--- config.mk ---
export PLATFORM = sky130hd
export DESIGN_NAME = ult_cell
export DESIGN_NICKNAME = d
export VERILOG_FILES = /design/src/sv/ult_pkg.sv /design/src/sv/ult_cell.sv
export SDC_FILE = /design/constraint.sdc
export NUM_CORES = 1
export LEC_CHECK = 0
export ABC_AREA = 1
export BUFFER_PORTS_ARGS = -buffer_cell sky130_fd_sc_hd__buf_2
export CELL_PAD_IN_SITES_DETAIL_PLACEMENT = 1
export CELL_PAD_IN_SITES_GLOBAL_PLACEMENT = 2
export CORE_AREA = 2 2 105 107
export DETAILED_ROUTE_END_ITERATION = 10
export DIE_AREA = 0 0 107 109
export HOLD_SLACK_MARGIN = 0.15
export PLACE_DENSITY = 0.83
export SLEW_MARGIN = 10
export SYNTH_ARGS = -nofsm -noshare
export SYNTH_HDL_FRONTEND = slang
export SYNTH_SLANG_ARGS = --single-unit
--- constraint.sdc ---
create_clock -name clock -period 2.9 [get_ports clock]
set_input_delay 0.435 -clock clock [delete_from_list [all_inputs] [get_ports clock]]
set_output_delay 0.435 -clock clock [all_outputs]
set_load 0.05 [all_outputs]
--- src/sv/ult_pkg.sv ---
// Shared widths, command and status codes, and cell control bundle for the list table.
package ult_pkg;

   localparam int CMD_W  = 3;
   localparam int VAL_W  = 32;
   localparam int POS_W  = 6;
   localparam int STAT_W = 3;
   localparam int CNT_W  = 7;

   localparam logic [CNT_W-1:0] CAP_RESET = 7'd50;

   typedef enum logic [CMD_W-1:0] {
      CMD_INSERT = 3'd0,
      CMD_DELETE = 3'd1,
      CMD_READ   = 3'd2,
      CMD_FIND   = 3'd3,
      CMD_CLEAR  = 3'd4
   } cmd_type;

   typedef enum logic [STAT_W-1:0] {
      STAT_OK       = 3'd0,
      STAT_FULL     = 3'd1,
      STAT_DUP      = 3'd2,
      STAT_EMPTY    = 3'd3,
      STAT_NOTFOUND = 3'd4,
      STAT_BOUNDS   = 3'd5
   } status_type;

   // broadcast from the controller to every cell
   typedef struct packed {
      logic             compare;
      logic             load;
      logic             shift;
      logic [CNT_W-1:0] count;
      logic [CNT_W-1:0] hit_idx;
      logic [POS_W-1:0] position;
   } cell_ctrl_type;

endpackage

--- src/sv/ult_cell.sv ---
// One table slot: holds an entry, compares it locally and takes its neighbor's entry on delete.
module ult_cell import ult_pkg::*; #(
   parameter int WIDTH = 32,
   parameter int IDX_W = 6
) (
   input  logic                clock,
   input  cell_ctrl_type       ctrl,
   input  logic [IDX_W-1:0]    idx,
   input  logic [WIDTH-1:0]    key,
   input  logic [WIDTH-1:0]    next_entry,
   output logic [WIDTH-1:0]    entry,
   output logic                match,
   output logic                sel
);

   localparam int CMP_W = (IDX_W > CNT_W) ? IDX_W : CNT_W;

   logic [WIDTH-1:0] entry_ff, entry_in;
   logic             match_ff, match_in;
   logic             sel_ff, sel_in;
   logic [CMP_W-1:0] idx_x, cnt_x, hit_x, pos_x;
   logic             in_use;

   always_comb begin
      idx_x  = CMP_W'(idx);
      cnt_x  = CMP_W'(ctrl.count);
      hit_x  = CMP_W'(ctrl.hit_idx);
      pos_x  = CMP_W'(ctrl.position);
      in_use = idx_x < cnt_x;

      entry_in = entry_ff;
      if (ctrl.load && idx_x == cnt_x) begin
         entry_in = key;
      end else if (ctrl.shift && idx_x >= hit_x) begin
         entry_in = next_entry;
      end

      match_in = match_ff;
      sel_in   = sel_ff;
      if (ctrl.compare) begin
         match_in = in_use && (entry_ff == key);
         sel_in   = in_use && (idx_x == pos_x);
      end
   end

   always_ff @(posedge clock) begin
      entry_ff <= entry_in;
      match_ff <= match_in;
      sel_ff   <= sel_in;
   end

   assign entry = entry_ff;
   assign match = match_ff;
   assign sel   = sel_ff;

endmodule

==> impl_results.md <==
* Avg Cell Area, Syn at about 8 um2
* Die width at approximately 110 um
* Post CTS Setup Buffer Count at 0
* Critical path launch point type: primary input
* Unique masters post-synth at 17
* Seq/Total Area, Yosys at between 40% and 50%
* Pwr dens at between 400 and 500 mW/mm2
* Arrival time worst endpoint at 1.76 ns
* #FFs+latches synth at 34
* Crit Path Category: in2reg
* Tmin final at 1.83 ns
* Max VDD drop at 0.000140 V
* Sw frac at approximately a third
* Status: completed
* DR DRC count at 0
* CTS tree: done
* Critical path data required time at 2.83 ns
* Max Fclk at about 550 MHz
* Max-Cap Viols at 0
* First-pass GRT wire length at 11.1 mm
* Ys Warns at 0
* Internal power at 892 uW
* WL/cell at approximately 12 um
* Clock sinks at 34
* Hold-fix buffers at CTS at 0
* Routed Antenna Nets at 0
* GR Util met1 at 13.0%
* Clk buf depth at 2
* Final TNS setup at 0 ns
* Net Switching at between 400 and 500 uW
* Met3 GRT Util at 3.11%
* GR Overflow Total at 0
* Initial Util at 23.5%
* First-pass DRT Iterations at 4
* Grt peak-use layer: met2
* CP max FO at 32
* Rows at 38
* Total track usage at roughly an eighth
* Final Wtd Congestion at between 0.7 and 0.8
* Vias per cell at 4.08
* Drt first-iter violations at between 50 and 60
* Slew margin rel. at between 70% and 80%
* Synth Net Count at 420
* Final non-filler cell area at around 0.0033 mm2
* Share of layout cells above drive strength 1 at between 30 and 40%
* Max-slew violations at 0
* Clock slew at reported path FFs at 0.07 ns
* Final nets at roughly 550
* Number of I/O pins at approximately 130
* Clk pwr share at between 20% and 30%
* H-tree levels at 2
* Largest net degree at the start of global routing at 65
* Share of power burned in registers at around 45%
* Mapped Area at between 0.002 and 0.0025 mm2
* Root buf cell: clkbuf_8
* Syn Inst Count at 314
* Vias in the first global route at between 2k and 3k
* RSZ-0062 raised after global routing: false
* Final period utilization at 63.1%
* Worst-margin pin slew at between 0.4 and 0.5 ns
* CTS Buf Count at 5
* Die Height at roughly 110 um
* Setup violators final at 0
* Vias at 2,379
* Routed wire length at 6.83 mm
* Placeable Area at between 0.01 and 0.015 mm2
* Layout filler cell count at around 1.3k
* Clock latency on the worst-skew pair at about 0.28 ns
* M2 GR Usage at 22.6%
* Leak Pwr at around 1.8 nW
* HP Class: in2reg
* Cts repair resizes at 0
* Final hold violation count at 0
* Worst Skew at a little under 0.007 ns
* Combinational fraction of design power at a little under a third
* Placed instance area at 0.00326 mm2
* Worst Setup End Kind: register
* ANT cells at 0
* Die Area at around 0.012 mm2
* Initial antenna violation count at 0
* Buffers on Ports at approximately 130
* Synthesis-to-layout area growth at 33.9%
* Hpwl dp at roughly 5.7 mm
-- final cells by class --
type / count / area, um2 / share of cell area, %
clock buffers: 7 / 76.3 / 2.29
inverters: 65 / 244 / 7.32
multi-input cells: 208 / 1150 / 34.6
flip-flops and latches: 34 / 1020 / 30.6
well taps: 140 / 175 / 5.26
repair buffers: 129 / 663 / 19.9
-- flip-flops by register name (all words and copies together), names as in the netlist --
register  cells
entry        32
match         1
sel           1
-- Yosys cell counts, drive strengths merged --
| library cell | count | share of area, % |
|---|---|---|
| nand4 | 2 | 0.50 |
| nand3b | 2 | 0.60 |
| clkbuf | 1 | 0.15 |
| a21oi | 3 | 0.60 |
| nor2 | 27 | 4.1 |
| inv | 65 | 9.8 |
| nand3 | 2 | 0.40 |
| nand2 | 101 | 15 |
| nor3 | 1 | 0.40 |
| o21ai | 36 | 11 |
| xor2 | 20 | 7.0 |
| edfxtp | 34 | 41 |
| xnor2 | 2 | 0.70 |
| buf | 6 | 2.7 |
| ha | 12 | 6.0 |
-- critical path, stage by stage --
cell and delay [ns]:
buf_2 0.12, ha_1 0.30, nand2_1 0.07, nor3_2 0.13, nand4_1 0.18, nand2_1 0.11
buf_4 0.40
-- path summary, 6_finish.rpt --
kind,start,to,slack (ns),cells after the start
setup / recovery,idx[4],entry[17],1.07,7
hold / removal,ctrl[22],sel,0.38,1
setup reg to reg,entry[16],match,1.68,7
hold reg to reg,entry[26],match,0.86,7
-- cells in the final DEF, fill, tap and decap left out, types with 3 or more instances in the layout --
| cell type | instances |
|---|---|
| a21oi_1 | 3 |
| buf_2 | 127 |
| clkbuf_8 | 5 |
| edfxtp_1 | 34 |
| ha_1 | 12 |
| inv_1 | 65 |
| nand2_1 | 101 |
| nor2_1 | 27 |
| o21ai_0 | 4 |
| o21ai_1 | 9 |
| o21ai_2 | 23 |
| xor2_1 | 20 |
-- stage by stage --
step	std cells	hold slack, ns	power (mW)	setup WS (ns)	utilization [%]
detailed placement	576	0.675	1.05	0.740	30.7
floorplan	314	0.547	0.894	0.513	-
global placement	576	0.660	1.04	0.733	30.7
CTS	583	0.377	1.39	1.04	31.4
global route	583	0.379	1.45	0.930	31.4
finish	583	0.385	1.36	1.07	31.4
-- power by group through the flow --
stage | logic (mW) | registers (mW) | clock network [mW]
floorplan | 0.144 | 0.751 | 0
global placement | 0.415 | 0.622 | 0
detailed placement | 0.424 | 0.625 | 0
CTS | 0.426 | 0.614 | 0.352
global route | 0.465 | 0.618 | 0.370
finish | 0.417 | 0.613 | 0.332
-- cells by family after synthesis --
| group | count (synthesis) | synth area share [%] |
|---|---|---|
| DFF | 34 | 41.0 |
| AOI/OAI and AO/OA | 39 | 11.3 |
| buffers and inverters | 72 | 12.7 |
| xor gates and xnor gates | 22 | 7.74 |
| and+or+nand+nor | 135 | 21.2 |
| adders and majority gates | 12 | 6.03 |
-- per-layer routing --
metal | vias to the layer above | wire length, um
met2 | 78 | 3450
met1 | 1070 | 2780
met5 | - | 0
met4 | 0 | 92
met3 | 7 | 508
li1 | 1224 | -
(Power assumes the default switching activity.)
